File: config.mk
export PLATFORM = sky130hd
export DESIGN_NAME = http_request_line_parser_core
export DESIGN_NICKNAME = d
export VERILOG_FILES = /design/src/design/hrlp_pkg.sv /design/src/design/hrlp_step.sv /design/src/design/http_request_line_parser_core.sv
export SDC_FILE = /design/constraint.sdc
export NUM_CORES = 1
export LEC_CHECK = 0
export BUFFER_PORTS_ARGS = -buffer_cell sky130_fd_sc_hd__clkbuf_2
export CORE_MARGIN = 10
export CORE_UTILIZATION = 34
export DETAILED_ROUTE_END_ITERATION = 12
export GPL_TIMING_DRIVEN = 1
export HOLD_SLACK_MARGIN = 0.1
export PLACE_DENSITY = 0.53
export SYNTH_ARGS = -nofsm -noshare
export SYNTH_HDL_FRONTEND = slang
export SYNTH_SLANG_ARGS = --single-unit
File: constraint.sdc
create_clock -name clk -period 10.7 [get_ports clk]
set_clock_uncertainty 0.05 [all_clocks]
set_input_delay 2.14 -clock clk [delete_from_list [all_inputs] [get_ports clk]]
set_output_delay 2.14 -clock clk [all_outputs]
set_load 0.02 [all_outputs]
File: src/design/hrlp_pkg.sv
`timescale 1ns / 1ps
// ----------------------------------------------------------------------------
// HTTP request-line parser package
// Phase codes, result codes, character constants and the parser state type.
// ----------------------------------------------------------------------------
package hrlp_pkg;

  // Ring positions are 13 bits; the ring depth is 2**POS_W, so position
  // arithmetic wraps naturally.
  localparam int POS_W = 13;
  localparam int VER_W = 10;
  localparam int BUF_DEPTH = 2 ** POS_W;

  typedef logic [POS_W-1:0] pos_t;
  typedef logic [VER_W-1:0] ver_t;

  // Parse phases.
  localparam logic [3:0] PH_START   = 4'd0;
  localparam logic [3:0] PH_METHOD  = 4'd1;
  localparam logic [3:0] PH_SP_URI  = 4'd2;
  localparam logic [3:0] PH_URI     = 4'd3;
  localparam logic [3:0] PH_HTTP    = 4'd4;
  localparam logic [3:0] PH_H       = 4'd5;
  localparam logic [3:0] PH_HT      = 4'd6;
  localparam logic [3:0] PH_HTT     = 4'd7;
  localparam logic [3:0] PH_HTTP_SL = 4'd8;
  localparam logic [3:0] PH_MAJ1    = 4'd9;
  localparam logic [3:0] PH_MAJ     = 4'd10;
  localparam logic [3:0] PH_MIN1    = 4'd11;
  localparam logic [3:0] PH_MIN     = 4'd12;
  localparam logic [3:0] PH_SP_END  = 4'd13;
  localparam logic [3:0] PH_ALMOST  = 4'd14;

  // Status codes.
  localparam logic [1:0] ST_MORE  = 2'd0;
  localparam logic [1:0] ST_DONE  = 2'd1;
  localparam logic [1:0] ST_ERROR = 2'd2;

  // Error kinds.
  localparam logic [1:0] ERR_NONE    = 2'd0;
  localparam logic [1:0] ERR_METHOD  = 2'd1;
  localparam logic [1:0] ERR_SYNTAX  = 2'd2;
  localparam logic [1:0] ERR_VERSION = 2'd3;

  // Method codes.
  localparam logic [1:0] MTH_UNKNOWN = 2'd0;
  localparam logic [1:0] MTH_GET     = 2'd1;
  localparam logic [1:0] MTH_POST    = 2'd2;
  localparam logic [1:0] MTH_HEAD    = 2'd3;

  // Characters.
  localparam logic [7:0] CH_LF    = 8'h0A;
  localparam logic [7:0] CH_CR    = 8'h0D;
  localparam logic [7:0] CH_SP    = 8'h20;
  localparam logic [7:0] CH_DOT   = 8'h2E;
  localparam logic [7:0] CH_SLASH = 8'h2F;
  localparam logic [7:0] CH_0     = 8'h30;
  localparam logic [7:0] CH_1     = 8'h31;
  localparam logic [7:0] CH_9     = 8'h39;
  localparam logic [7:0] CH_A     = 8'h41;
  localparam logic [7:0] CH_H     = 8'h48;
  localparam logic [7:0] CH_P     = 8'h50;
  localparam logic [7:0] CH_T     = 8'h54;
  localparam logic [7:0] CH_Z     = 8'h5A;
  localparam logic [7:0] CH_US    = 8'h5F;

  localparam logic [31:0] NAME_GET  = 32'h0047_4554;
  localparam logic [31:0] NAME_POST = 32'h504F_5354;
  localparam logic [31:0] NAME_HEAD = 32'h4845_4144;

  localparam logic [VER_W-1:0] VER_MAX = VER_W'(999);

  typedef struct packed {
    logic [3:0]  phase;
    logic [31:0] mchars;
    logic [2:0]  mlen;
    ver_t        major;
    ver_t        minor;
    pos_t        start_pos;
    pos_t        mend_pos;
    pos_t        ustart_pos;
    pos_t        uend_pos;
    pos_t        end_pos;
    logic        end_seen;
    logic [1:0]  mval;
  } state_t;

  typedef struct packed {
    logic [1:0] status;
    logic [1:0] err;
  } res_t;

  function automatic logic is_method_char(input logic [7:0] c);
    return c inside {[CH_A:CH_Z], CH_US};
  endfunction

  function automatic logic is_digit(input logic [7:0] c);
    return c inside {[CH_0:CH_9]};
  endfunction

  // acc * 10 + digit, saturating at 999. acc never exceeds 999.
  function automatic ver_t accumulate(input ver_t acc, input logic [7:0] c);
    logic [13:0] v;
    v = {1'b0, acc, 3'b000} + {3'b000, acc, 1'b0} + 14'(c - CH_0);
    return (v > 14'(VER_MAX)) ? VER_MAX : v[VER_W-1:0];
  endfunction

endpackage

File: src/design/hrlp_step.sv
`timescale 1ns / 1ps
// ----------------------------------------------------------------------------
// HTTP request-line parser step
// Next-state and result logic for one request byte.
// ----------------------------------------------------------------------------
module hrlp_step (
  input  hrlp_pkg::state_t cur_i,
  input  logic [7:0]       data_i,
  input  hrlp_pkg::pos_t   pos_i,
  output hrlp_pkg::state_t nxt_o,
  output hrlp_pkg::res_t   res_o
);

  hrlp_pkg::state_t s;
  logic [1:0]       status;
  logic [1:0]       err;
  logic [1:0]       cls;

  always_comb begin
    if (cur_i.mlen == 3'd3 && cur_i.mchars == hrlp_pkg::NAME_GET) begin
      cls = hrlp_pkg::MTH_GET;
    end else if (cur_i.mlen == 3'd4 && cur_i.mchars == hrlp_pkg::NAME_POST) begin
      cls = hrlp_pkg::MTH_POST;
    end else if (cur_i.mlen == 3'd4 && cur_i.mchars == hrlp_pkg::NAME_HEAD) begin
      cls = hrlp_pkg::MTH_HEAD;
    end else begin
      cls = hrlp_pkg::MTH_UNKNOWN;
    end
  end

  always_comb begin
    s      = cur_i;
    status = hrlp_pkg::ST_MORE;
    err    = hrlp_pkg::ERR_NONE;
    case (cur_i.phase)
      hrlp_pkg::PH_START: begin
        if (data_i != hrlp_pkg::CH_CR && data_i != hrlp_pkg::CH_LF) begin
          s           = '0;
          s.start_pos = pos_i;
          if (!hrlp_pkg::is_method_char(data_i)) begin
            err = hrlp_pkg::ERR_METHOD;
          end else begin
            s.mchars = {24'd0, data_i};
            s.mlen   = 3'd1;
            s.phase  = hrlp_pkg::PH_METHOD;
          end
        end
      end
      hrlp_pkg::PH_METHOD: begin
        if (data_i == hrlp_pkg::CH_SP) begin
          s.mend_pos = pos_i;
          s.mval     = cls;
          s.phase    = hrlp_pkg::PH_SP_URI;
        end else if (!hrlp_pkg::is_method_char(data_i)) begin
          err = hrlp_pkg::ERR_METHOD;
        end else begin
          // Only the first four name bytes are kept; the count stops at 7.
          if (cur_i.mlen < 3'd4) begin
            s.mchars = {cur_i.mchars[23:0], data_i};
          end
          if (cur_i.mlen != 3'd7) begin
            s.mlen = cur_i.mlen + 3'd1;
          end
        end
      end
      hrlp_pkg::PH_SP_URI: begin
        if (data_i == hrlp_pkg::CH_SLASH) begin
          s.ustart_pos = pos_i + hrlp_pkg::POS_W'(1);
          s.phase      = hrlp_pkg::PH_URI;
        end else if (data_i != hrlp_pkg::CH_SP) begin
          err = hrlp_pkg::ERR_SYNTAX;
        end
      end
      hrlp_pkg::PH_URI: begin
        if (data_i == hrlp_pkg::CH_SP) begin
          s.uend_pos = pos_i;
          s.phase    = hrlp_pkg::PH_HTTP;
        end
      end
      hrlp_pkg::PH_HTTP: begin
        if (data_i == hrlp_pkg::CH_H) begin
          s.phase = hrlp_pkg::PH_H;
        end else if (data_i != hrlp_pkg::CH_SP) begin
          err = hrlp_pkg::ERR_SYNTAX;
        end
      end
      hrlp_pkg::PH_H: begin
        if (data_i == hrlp_pkg::CH_T) s.phase = hrlp_pkg::PH_HT;
        else err = hrlp_pkg::ERR_SYNTAX;
      end
      hrlp_pkg::PH_HT: begin
        if (data_i == hrlp_pkg::CH_T) s.phase = hrlp_pkg::PH_HTT;
        else err = hrlp_pkg::ERR_SYNTAX;
      end
      hrlp_pkg::PH_HTT: begin
        if (data_i == hrlp_pkg::CH_P) s.phase = hrlp_pkg::PH_HTTP_SL;
        else err = hrlp_pkg::ERR_SYNTAX;
      end
      hrlp_pkg::PH_HTTP_SL: begin
        if (data_i == hrlp_pkg::CH_SLASH) s.phase = hrlp_pkg::PH_MAJ1;
        else err = hrlp_pkg::ERR_SYNTAX;
      end
      hrlp_pkg::PH_MAJ1: begin
        if (data_i inside {[hrlp_pkg::CH_1:hrlp_pkg::CH_9]}) begin
          s.major = hrlp_pkg::VER_W'(data_i - hrlp_pkg::CH_0);
          s.phase = hrlp_pkg::PH_MAJ;
        end else begin
          err = hrlp_pkg::ERR_VERSION;
        end
      end
      hrlp_pkg::PH_MAJ: begin
        if (data_i == hrlp_pkg::CH_DOT) begin
          s.phase = hrlp_pkg::PH_MIN1;
        end else if (hrlp_pkg::is_digit(data_i)) begin
          s.major = hrlp_pkg::accumulate(cur_i.major, data_i);
        end else begin
          err = hrlp_pkg::ERR_VERSION;
        end
      end
      hrlp_pkg::PH_MIN1: begin
        if (hrlp_pkg::is_digit(data_i)) begin
          s.minor = hrlp_pkg::VER_W'(data_i - hrlp_pkg::CH_0);
          s.phase = hrlp_pkg::PH_MIN;
        end else begin
          err = hrlp_pkg::ERR_VERSION;
        end
      end
      hrlp_pkg::PH_MIN: begin
        if (data_i == hrlp_pkg::CH_CR) begin
          s.phase = hrlp_pkg::PH_ALMOST;
        end else if (data_i == hrlp_pkg::CH_LF) begin
          status = hrlp_pkg::ST_DONE;
        end else if (data_i == hrlp_pkg::CH_SP) begin
          s.phase = hrlp_pkg::PH_SP_END;
        end else if (hrlp_pkg::is_digit(data_i)) begin
          s.minor = hrlp_pkg::accumulate(cur_i.minor, data_i);
        end else begin
          err = hrlp_pkg::ERR_VERSION;
        end
      end
      hrlp_pkg::PH_SP_END: begin
        if (data_i == hrlp_pkg::CH_CR) begin
          s.phase = hrlp_pkg::PH_ALMOST;
        end else if (data_i == hrlp_pkg::CH_LF) begin
          status = hrlp_pkg::ST_DONE;
        end else if (data_i != hrlp_pkg::CH_SP) begin
          err = hrlp_pkg::ERR_SYNTAX;
        end
      end
      hrlp_pkg::PH_ALMOST: begin
        // The line ends at the CR, one ring slot before this byte.
        s.end_pos  = pos_i - hrlp_pkg::POS_W'(1);
        s.end_seen = 1'b1;
        if (data_i == hrlp_pkg::CH_LF) status = hrlp_pkg::ST_DONE;
        else err = hrlp_pkg::ERR_SYNTAX;
      end
      default: begin
        err = hrlp_pkg::ERR_SYNTAX;
      end
    endcase

    if (err != hrlp_pkg::ERR_NONE) begin
      status  = hrlp_pkg::ST_ERROR;
      s.phase = hrlp_pkg::PH_START;
    end else if (status == hrlp_pkg::ST_DONE) begin
      if (!s.end_seen) begin
        s.end_pos = pos_i;
      end
      s.phase = hrlp_pkg::PH_START;
    end
  end

  assign nxt_o        = s;
  assign res_o.status = status;
  assign res_o.err    = err;

endmodule

File: src/design/http_request_line_parser_core.sv
`timescale 1ns / 1ps
// A request goes from in_* through the input and result registers to out_*;
// one request per cycle while out_ready is high. The parser state register is
// updated in the same cycle that a byte moves from input to result register.
// Reset (rst_n low, synchronous): both stages empty, parser in its start
// phase with every per-request field cleared to zero.
// ----------------------------------------------------------------------------
// HTTP request-line parser core
// Parses the request line one byte per request and reports status, method,
// version numbers and ring positions after every byte.
// ----------------------------------------------------------------------------
module http_request_line_parser_core (
  input  logic                 clk,
  input  logic                 rst_n,
  input  logic                 in_valid,
  output logic                 in_ready,
  input  logic [7:0]           in_data_byte,
  input  logic [12:0]          in_buffer_index,
  output logic                 out_valid,
  input  logic                 out_ready,
  output logic [1:0]           out_status,
  output logic [1:0]           out_error_kind,
  output logic [1:0]           out_method_code,
  output logic [9:0]           out_version_major,
  output logic [9:0]           out_version_minor,
  output logic [12:0]          out_line_start_pos,
  output logic [12:0]          out_method_end_pos,
  output logic [12:0]          out_uri_start_pos,
  output logic [12:0]          out_uri_end_pos,
  output logic [12:0]          out_line_end_pos
);

  // Input register: one byte waiting to be parsed.
  logic                 in_v_r;
  logic [7:0]           data_r;
  hrlp_pkg::pos_t       pos_r;

  // Parser state, carried from byte to byte.
  hrlp_pkg::state_t     state_r;
  hrlp_pkg::state_t     state_nxt;
  hrlp_pkg::res_t       res;

  // Result register.
  logic                 out_v_r;
  hrlp_pkg::res_t       ores_r;
  hrlp_pkg::state_t     ostate_r;

  logic                 adv;

  // The byte in the input register is parsed whenever the result register
  // is empty or is being emptied this cycle. The input register refills in
  // the same cycle; with out_ready high, a full pipe takes a request per cycle.
  assign adv      = in_v_r && (!out_v_r || out_ready);
  assign in_ready = !in_v_r || adv;

  hrlp_step u_step (
    .cur_i  (state_r),
    .data_i (data_r),
    .pos_i  (pos_r),
    .nxt_o  (state_nxt),
    .res_o  (res)
  );

  always_ff @(posedge clk) begin
    if (!rst_n) begin
      in_v_r  <= 1'b0;
      out_v_r <= 1'b0;
      state_r <= '0;
    end else begin
      if (in_ready) begin
        in_v_r <= in_valid;
      end
      if (adv) begin
        state_r <= state_nxt;
        out_v_r <= 1'b1;
      end else if (out_ready) begin
        out_v_r <= 1'b0;
      end
    end
  end

  // Payload registers carry no reset.
  always_ff @(posedge clk) begin
    if (in_ready && in_valid) begin
      data_r <= in_data_byte;
      // The ring depth equals the 13-bit index range, so the index is the
      // position as it stands.
      pos_r  <= in_buffer_index;
    end
    if (adv) begin
      ores_r   <= res;
      ostate_r <= state_nxt;
    end
  end

  assign out_valid          = out_v_r;
  assign out_status         = ores_r.status;
  assign out_error_kind     = ores_r.err;
  assign out_method_code    = ostate_r.mval;
  assign out_version_major  = ostate_r.major;
  assign out_version_minor  = ostate_r.minor;
  assign out_line_start_pos = ostate_r.start_pos;
  assign out_method_end_pos = ostate_r.mend_pos;
  assign out_uri_start_pos  = ostate_r.ustart_pos;
  assign out_uri_end_pos    = ostate_r.uend_pos;
  assign out_line_end_pos   = ostate_r.end_pos;

  // An error kind is reported exactly when the status is error.
  a_err_status: assert property (@(posedge clk) disable iff (!rst_n)
    out_v_r |-> ((ores_r.status == hrlp_pkg::ST_ERROR) ==
                 (ores_r.err != hrlp_pkg::ERR_NONE)))
    else $error("error kind and status disagree");

  // A finished or failed line always returns the parser to its start phase.
  a_back_to_start: assert property (@(posedge clk) disable iff (!rst_n)
    (adv && res.status != hrlp_pkg::ST_MORE) |=> state_r.phase == hrlp_pkg::PH_START)
    else $error("parser did not return to start phase");

  // With the result register empty, the core never stalls the input.
  a_no_stall: assert property (@(posedge clk) disable iff (!rst_n)
    !out_v_r |-> in_ready)
    else $error("input stalled with empty result register");

  // The result register mirrors the state written in the same cycle.
  a_mirror: assert property (@(posedge clk) disable iff (!rst_n)
    adv |=> ostate_r == state_r)
    else $error("result fields differ from parser state");

endmodule
==> results of run 1 <==
logic make-up after synthesis:
family,count (synthesis)
DFF,241
xor gates and xnor gates,22
AOI/OAI and AO/OA,399
buffers and inverters,146
adders and majority gates,59
muxes,3
and+or+nand+nor,528
layer usage:
layer  track usage  vias up
li1              -     5149
met1        0.2244     5132
met2        0.2369      296
met3       0.02760       36
met4       0.03887        0
met5             0        -
layout make-up:
type | instances | area, sq um | share of cell area
tap | 504 | 630.6 | 0.04243
multi-input combinational | 1011 | 6279 | 0.4224
inverter | 59 | 226.5 | 0.01524
clock inverter | 22 | 370.4 | 0.02492
clock buffer | 30 | 718.2 | 0.04832
sequential | 241 | 5946 | 0.4000
timing repair buffer | 131 | 693.2 | 0.04664
worst max-delay path: stages:
cell and delay, ns:
clkbuf_2 0.08, nor2b_1 0.06, nand2b_2 0.17, buf_4 0.39, inv_6 0.53, nand2_1 0.41
a21oi_1 0.42, and2_1 0.93, nand3_1 0.16, a21boi_0 0.23
placed cells by master (no fill, tap or decap), drive strengths merged, types with 15 or more instances in the layout:
cell	n
a21boi	59
a21o	23
a21oi	44
and2	18
buf	15
clkbuf	146
dfxtp	129
edfxtp	112
fa	18
ha	41
inv	60
nand2	193
nand3	61
nor2	111
nor2b	16
nor3	23
nor3b	27
o21ai	157
power groups by stage:
| stage | registers, mW | clock network, mW | logic, mW |
|---|---|---|---|
| after global routing | 1.02 | 1.18 | 0.206 |
| after global placement | 1.04 | 0 | 0.183 |
| after detailed placement | 1.04 | 0 | 0.185 |
| after CTS | 1.02 | 1.14 | 0.186 |
| final | 1.02 | 1.13 | 0.185 |
| after floorplan | 1.04 | 0 | 0.120 |
state kept, by name, indices dropped and copies added (netlist names):
register / flops
out_line_start_pos: 13
out_uri_end_pos: 13
state_r: 127
out_line_end_pos: 13
pos_r: 13
out_version_major: 10
out_valid: 1
out_version_minor: 10
data_r: 8
out_uri_start_pos: 13
in_v_r: 1
out_error_kind: 2
out_status: 2
out_method_end_pos: 13
out_method_code: 2
worst max path at each step:
stage | to | start | cells past startpoint
after floorplan | out_error_kind[0]$_DFFE_PP_ | out_ready | 6
after global placement | state_r[95]$_SDFFE_PN0P_ | out_ready | 10
after detailed placement | state_r[116]$_SDFFE_PN0P_ | out_ready | 10
after CTS | state_r[115]$_SDFFE_PN0P_ | out_ready | 10
after global routing | state_r[93]$_SDFFE_PN0P_ | out_ready | 10
final | state_r[115]$_SDFFE_PN0P_ | out_ready | 10
stage by stage:
| stage | setup WS, ns | cells | hold slack, ns |
|---|---|---|---|
| final | 5.590 | 1998 | 0.4058 |
| after global routing | 5.163 | 1998 | 0.4341 |
| after CTS | 5.561 | 1998 | 0.4068 |
| after detailed placement | 4.949 | 1946 | 0.3984 |
| after global placement | 5.052 | 1946 | 0.3915 |
| after floorplan | 4.592 | 1398 | 0.3853 |
==> results.toml, run 1 <==
[yosys]
syn_area_per_cell_sq_um = 9.136
synth_edf_count = 112
synth_most_common_cell = "nand2_1"
synth_compound_area_frac = 0.2029
synth_fa_ha_area_frac = 0.06838
synthTopCellsByArea = "edfxtp_1 (26%), dfxtp_1 (20%), o21ai_0 (6.2%)"
syn_nets = 1482
yosysTopAreaCellShare = 0.2633
mappedNetlistArea_sq_um = 12770
ys_seq_area_frac = 0.4655
ys_types = 77
ys_warn_count = 0
synth_seq_cells = 241
syn_inst = 1398
yosys-top-cells-count = "nand2_1 (193), o21ai_0 (157), dfxtp_1 (129), edfxtp_1 (112), nor2_1 (110)"
muxShareOfSynthArea = 0.002351
async_reset_ff_frac = 0
synth_top_cell_by_area = "edfxtp_1"
synthXorXnorAreaFrac = 0.01509
synthFlopType = "dfxtp_1"
synth-simple-area-share = 0.2015
synth_top_family_by_area = "compound AO/OA/AOI/OAI gates"

[timing]
slew_headroom = 0.2561
worst_pin_slew_ns = 1.101
fin_tns_setup_ns = 0
period_share = 0.4776
setup_violations = 0
hold_violations = 0
rsz0062_at_grt = "false"
max_freq_mhz = 195.7
drv_slew = 0
fin_crit_ns = 5.110

[critical_path]
reg2reg_setup_slack_ns = 5.96
r2r_end = "out_version_minor[4]$_DFFE_PP_"
crit_arrival_ns = 5.56
reg2reg_depth = 12
crit_type = "primary input to register"
start_kind = "primary input"
reg2reg_from = "data_r[6]$_DFFE_PP_"
path_max_fanout = 71
critPathCaptureType = "register"
crit_required_ns = 11.15

[power_and_ir_drop]
peakVddDrop_v = 0.00009497
internal-power_mw = 1.761
power_frac_comb = 0.080
swShare = 0.2438
totalPowerFinal_mw = 2.329
power_frac_seq = 0.437
powerDensity_nw_per_um2 = 156.7
p_clk_frac = 0.484
p_sw_uw = 567.7
p_leak_nw = 5.774

[grt]
grt_first_pass_wirelength_mm = 57.84
antenna_found_initial = 0
grt_max_degree = 72
overflow = 0
grt_pass1_vias = 10260
track_usage = 0.1562

[clocking]
post_cts_buffers = 0
path_clk_slew_ns = 0.06
cts-htree-levels = 1
cts_hold_buf = 0
cts_tree = "done"
clock-sinks = 241
cts_made_buffers = 28
cts-resized-gates = 0
insertion_delay_ns = 0.58
cts_buffer_depth = 3
cts_root_buf = "clkbuf_16"

[detailed_routing]
vias = 10613
dr.pass1.iters = 6
drc = 0
dr_wl_met2_mm = 15.88
wl_met3_mm = 2.281
highest_layer = "met4"
drt_iter0_markers = 852
totalWireLength_mm = 36.39
wl_per_cell_um = 18.21
wl_met1_mm = 17.67
ant_nets = 0
viasPerCell = 5.312

[placed_design]
post-dp-hpwl_mm = 24.75
placed_area_sq_um = 13770
gp_congestion = 0.8818
port_buffers = 117

[floorplanning]
die-area_sq_um = 45720
initial_core_util = 0.3464
rows = 70
core-area_sq_um = 36870
die_w_um = 213.8
die_h_um = 213.8
pin_count = 118

[final_layout]
drive_gt1_frac = 0.1372
finish.instance_area_sq_um = 14860
fin_util = 0.4031
n_antenna_cell = 0
nets = 1556
syn_to_final_growth_pct = 16.37
fill_cells = 3624

[min_path]
worstHoldStart = "state_r[29]$_SDFFE_PN0P_"
holdCritPathClass = "register to register"
holdPathStages = 2
hold_path_end = "state_r[29]$_SDFFE_PN0P_"

[flow_run]
max_cap_viol_count = 0

[run_status]
status = "completed"
Power figures use the tool's default switching activity.
==> inputs of run 2 (changes only) <==
--- a/config.mk
+++ b/config.mk
@@ -5,13 +5,14 @@
 export SDC_FILE = /design/constraint.sdc
 export NUM_CORES = 1
 export LEC_CHECK = 0
+export ABC_AREA = 1
 export BUFFER_PORTS_ARGS = -buffer_cell sky130_fd_sc_hd__clkbuf_2
 export CORE_MARGIN = 10
 export CORE_UTILIZATION = 34
 export DETAILED_ROUTE_END_ITERATION = 12
 export GPL_TIMING_DRIVEN = 1
 export HOLD_SLACK_MARGIN = 0.1
-export PLACE_DENSITY = 0.53
+export PLACE_DENSITY = 0.54
 export SYNTH_ARGS = -nofsm -noshare
 export SYNTH_HDL_FRONTEND = slang
 export SYNTH_SLANG_ARGS = --single-unit
==> constraint.sdc (replaced) <==
create_clock -name clk -period 4.1 [get_ports clk]
set_clock_uncertainty 0.05 [all_clocks]
set_input_delay 0.82 -clock clk [delete_from_list [all_inputs] [get_ports clk]]
set_output_delay 0.82 -clock clk [all_outputs]
set_load 0.02 [all_outputs]
==> run 2 against run 1 <==
Count of clock-buffer cells in the layout up 13. Clock power increased by 120%. Power rose to 2.9 times the previous value. Hold slack lost 0.024 ns. Synthesized cell count up 24%. Worst setup slack lost 5.2 ns. Global-route usage decreased by 0.25 points. Non-clock buffer count is 1 higher. Via count grew 12%. Largest power group is now sequential cells.
==> results.toml, run 2 <==
[clocking]
cts_buffer_depth = 3
cts_made_buffers = 28
clock-sinks = 241
cts-resized-gates = 0
path_clk_slew_ns = 0.06
insertion_delay_ns = 0.57
post_cts_buffers = 0
cts_tree = "done"
cts_hold_buf = 0
cts_root_buf = "clkbuf_16"
cts-htree-levels = 1

[yosys]
ys_seq_area_frac = 0.4342
synthTopCellsByArea = "edfxtp_1 (25%), dfxtp_1 (19%), nand2_1 (8.2%)"
synth_top_cell_by_area = "edfxtp_1"
synth_most_common_cell = "nand2_1"
mappedNetlistArea_sq_um = 13690
syn_nets = 1814
synth_edf_count = 112
synth_seq_cells = 241
ys_warn_count = 0
yosys-top-cells-count = "nand2_1 (298), inv_1 (274), nor2_1 (174), a21oi_1 (133), dfxtp_1 (129)"
syn_area_per_cell_sq_um = 7.915
synthFlopType = "dfxtp_1"
syn_inst = 1730
yosysTopAreaCellShare = 0.2456
ys_types = 55
async_reset_ff_frac = 0

[critical_path]
crit_arrival_ns = 4.15
cp_top_family = "adder cells"
cp_slowest_stage_delay_ns = 0.48
critPathCaptureType = "register"
cpMostUsedCell = "nand2_1"
start_kind = "register"
path_max_fanout = 8
crit_slowest_cell = "fa_1"
crit_type = "register to register"
crit_required_ns = 4.51
path_buf_inv = 4
worstPathCellList = "ha_1, xor2_1, buf_4, fa_1, inv_1, ha_1, nand2_1, nor2_1, nand2_1, nand2_1, nand2_1, nand2_1, nor2_1, a21oi_1, nand3_1, buf_4, o21ai_1, nand4_1, nand2_1, inv_1"

[placed_design]
gp_congestion = 0.9191
placed_area_sq_um = 14760
post-dp-hpwl_mm = 27.90
dp_cells = 2315
port_buffers = 117

[detailed_routing]
wl_met1_mm = 17.15
wl_per_cell_um = 16.33
viasPerCell = 5.006
vias = 11845
ant_nets = 0
highest_layer = "met4"
dr_wl_met2_mm = 18.70
drt_iter0_markers = 818
wl_met3_mm = 2.196
dr.pass1.iters = 5
totalWireLength_mm = 38.63
drc = 0

[final_layout]
final_cell_mix = "nand2_1 (297), inv_1 (272), nor2_1 (173)"
finish.instance_area_sq_um = 15690
n_antenna_cell = 0
largest_reg_flops = 127
syn_to_final_growth_pct = 14.58
largest-register = "state_r"
nets = 1904
drive_gt1_frac = 0.1515
final_common_cell = "nand2_1"
final_cells = 2366

[floorplanning]
die_h_um = 220.7
initial_core_util = 0.3438
core-area_sq_um = 39820
die_w_um = 220.7
die-area_sq_um = 48700
rows = 73
pin_count = 118

[grt]
grt_first_pass_wirelength_mm = 60.83
track_usage = 0.1537
antenna_found_initial = 0
overflow = 0
grt_pass1_vias = 11257
grt_max_degree = 145

[timing]
hold_violations = 0
worst_pin_slew_ns = 1.003
drv_slew = 0
fin_tns_setup_ns = 0
rsz0062_at_grt = "false"
slew_headroom = 0.3282
setup_violations = 0
max_freq_mhz = 267.4
whs_ns = 0.3821
period_share = 0.9121
fin_crit_ns = 3.740

[power_and_ir_drop]
powerDensity_nw_per_um2 = 424.0
peakVddDrop_v = 0.0002384
p_leak_nw = 6.998

[flow_run]
max_cap_viol_count = 0

[min_path]
holdCritPathClass = "primary input to register"

[run_status]
status = "completed"
==> run 2: path summary, 6_finish.rpt <==
kind	slack (ns)	start	to	depth (start not counted)
worst max-delay path	0.36	data_r[4]$_DFFE_PP_	state_r[83]$_SDFFE_PN0P_	20
worst min-delay path	0.38	in_buffer_index[9]	pos_r[9]$_DFFE_PP_	1
worst max register to register	0.36	data_r[4]$_DFFE_PP_	state_r[83]$_SDFFE_PN0P_	20
worst min register to register	0.41	state_r[33]$_SDFFE_PN0P_	state_r[33]$_SDFFE_PN0P_	2
==> run 2: area by class of cell <==
class                           count  area, sq um
Fill cell                        4141        24130
Multi-Input combinational cell   1121         6319
Sequential cell                   241         5946
Inverter                          296         1122
Clock buffer                       43        807.0
Timing Repair Buffer              132        723.2
Tap cell                          525        656.9
Clock inverter                      8        116.4
==> run 2: routing by layer <==
layer,vias to the layer above,track usage
li1,5945,-
met1,5587,0.2037
met2,269,0.2612
met3,44,0.02376
met4,0,0.02902
met5,-,0
==> run 2: cells by family after synthesis <==
| kind of cell | share of synthesized area |
|---|---|
| compound gates | 0.1677 |
| xor+xnor | 0.003838 |
| fa+ha+maj | 0.06378 |
| buf+inv | 0.1054 |
| flops | 0.4342 |
| simple gates | 0.2251 |
==> run 2: metrics by stage <==
stage	setup slack, ns	power, mW	util
floorplan	0.5162	3.818	-
global placement	0.2576	4.205	0.3707
detailed placement	0.1425	4.216	0.3707
CTS	0.1331	6.732	0.3939
global route	0.02695	7.011	0.3940
finish	0.3605	6.652	0.3940
==> run 2: power by group <==
part	switching (mW)	total (mW)	internal, mW
clock network	1.01	2.49	1.48
registers	0.113	2.81	2.69
logic	0.938	1.35	0.414
total	2.07	6.65	4.59
==> inputs of run 3 (changes only) <==
--- a/config.mk
+++ b/config.mk
@@ -7,12 +7,12 @@
 export LEC_CHECK = 0
 export ABC_AREA = 1
 export BUFFER_PORTS_ARGS = -buffer_cell sky130_fd_sc_hd__clkbuf_2
-export CORE_MARGIN = 10
-export CORE_UTILIZATION = 34
+export CORE_MARGIN = 2
+export CORE_UTILIZATION = 30
 export DETAILED_ROUTE_END_ITERATION = 12
 export GPL_TIMING_DRIVEN = 1
 export HOLD_SLACK_MARGIN = 0.1
-export PLACE_DENSITY = 0.54
+export PLACE_DENSITY = 0.49
 export SYNTH_ARGS = -nofsm -noshare
 export SYNTH_HDL_FRONTEND = slang
 export SYNTH_SLANG_ARGS = --single-unit
==> run 3 against run 2 <==
Largest power group is now clock. Wire length rose by 0.82%. Die area fell by 2.7%. Count of clock-buffer cells in the layout fell by 6. Critical path type unchanged. Final area rose by 1.7%. Combinational power barely moved. Highest routed layer unchanged.
==> results.toml, run 3 (synthesis gave the netlist of run 2 again) <==
[run_status]
status = "completed"

[grt]
track_usage = 0.1627
grt_first_pass_wirelength_mm = 61.79
grt_pass1_vias = 11163
grt_max_degree = 145
antenna_found_initial = 0
overflow = 0

[floorplanning]
core-area_sq_um = 45190
die_h_um = 217.6
die_w_um = 217.6
pin_count = 118
die-area_sq_um = 47370
rows = 78
initial_core_util = 0.3030

[placed_design]
gp_congestion = 0.8519
dp_cells = 2393
port_buffers = 117
post-dp-hpwl_mm = 27.71
placed_area_sq_um = 14870

[final_layout]
multi_input_comb_area_sq_um = 6332
largest_reg_flops = 127
largest-register = "state_r"
finish.instance_area_sq_um = 15960
nets = 1909
syn_to_final_growth_pct = 16.52
final_common_cell = "nand2_1"
n_antenna_cell = 0
drive_gt1_frac = 0.1574
final_cells = 2449
fill_cells = 4731
regArea_sq_um = 5946
final_cell_mix = "nand2_1 (297), inv_1 (273), nor2_1 (172)"

[clocking]
cts_tree = "done"
path_clk_slew_ns = 0.06
cts_made_buffers = 30
cts_root_buf = "clkbuf_16"
cts_buffer_depth = 3
cts_hold_buf = 0
cts-resized-gates = 0
insertion_delay_ns = 0.59
clock-sinks = 241
post_cts_buffers = 0
cts-htree-levels = 1

[detailed_routing]
drc = 0
ant_nets = 0
viasPerCell = 4.809
dr.pass1.iters = 6
totalWireLength_mm = 38.95
wl_per_cell_um = 15.90
vias = 11778
drt_iter0_markers = 694

[min_path]
holdCritPathClass = "primary input to register"
worstHoldStart = "in_buffer_index[12]"

[critical_path]
crit_required_ns = 4.36
crit_arrival_ns = 4.01
crit_type = "register to register"
critPathCaptureType = "register"
start_kind = "register"
worstSetupStartpoint = "data_r[4]$_DFFE_PP_"
path_max_fanout = 8
reg2reg_from = "data_r[4]$_DFFE_PP_"

[flow_run]
max_cap_viol_count = 0

[timing]
fin_tns_setup_ns = 0
setup_violations = 0
whs_ns = 0.3593
hold_violations = 0
max_freq_mhz = 266.5
slew_headroom = 0.3436
drv_slew = 0
fin_crit_ns = 3.752
rsz0062_at_grt = "false"
period_share = 0.9152
worst_pin_slew_ns = 0.9799

[power_and_ir_drop]
p_leak_nw = 7.083
totalPowerFinal_mw = 7.029
peakVddDrop_v = 0.0002424
powerDensity_nw_per_um2 = 440.5
==> run 3: changes by cell type in the layout (fill, tap and decap cells not counted), moves of 3 or more <==
cell / before / now
clkbuf_8: 5 / 2
clkinv_1: 3 / 7
bufinv_16: 2 / 6
clkbuf_1: 10 / 5
buf_4: 13 / 17
==> run 3: worst paths after layout <==
kind / to / slack (ns) / cells past startpoint
worst min register to register: state_r[33]$_SDFFE_PN0P_ / 0.42 / 2
worst min-delay path: pos_r[12]$_DFFE_PP_ / 0.36 / 1
worst max register to register: out_version_major[6]$_DFFE_PP_ / 0.35 / 18
worst max-delay path: out_version_major[6]$_DFFE_PP_ / 0.35 / 18
==> run 3: metrics by stage <==
step / utilization / setup slack [ns]
finish: 0.3531 / 0.3477
global route: 0.3531 / 0.009694
CTS: 0.3527 / 0.2680
detailed placement: 0.3290 / 0.2781
global placement: 0.3290 / 0.4074
floorplan: - / 0.5162
==> run 3: where the power goes <==
group          internal, mW  total, mW  switching (mW)
Combinational         0.420       1.37           0.949
Clock                  1.76       2.85            1.09
Sequential             2.69       2.81           0.116
==> run 3: final cells by class <==
| class | count | area share |
|---|---|---|
| multi-input cells | 1121 | 0.3969 |
| repair buffers | 135 | 0.04595 |
| clock buffers | 37 | 0.04995 |
| flip-flops and latches | 241 | 0.3726 |
| clock inverters | 19 | 0.01717 |
| inverters | 296 | 0.07034 |
| well taps | 600 | 0.04705 |
==> run 3: routing by layer <==
layer,share of wire,wire length (um),GRT usage,vias to the layer above
met4,0.015,565,0.03082,0
met3,0.040,1544,0.02399,41
met5,0,0,0,-
met2,0.48,18670,0.2786,224
li1,-,-,-,5949
met1,0.47,18170,0.2185,5564
==> run 3: worst max-delay path: stages, from the launching register on <==
cell      delay (ns)
edfxtp_1        0.46
ha_1            0.31
xor2_1          0.19
buf_4           0.18
fa_1            0.49
inv_1           0.05
ha_1            0.34
nand2_1         0.09
nor2_1          0.15
nand2_1         0.08
nand3_1         0.10
nand2_1         0.08
nand3_1         0.07
nand2_1         0.07
nor2_2          0.16
nand3_1         0.09
buf_4           0.18
o21ai_1         0.17
nand3_1         0.14
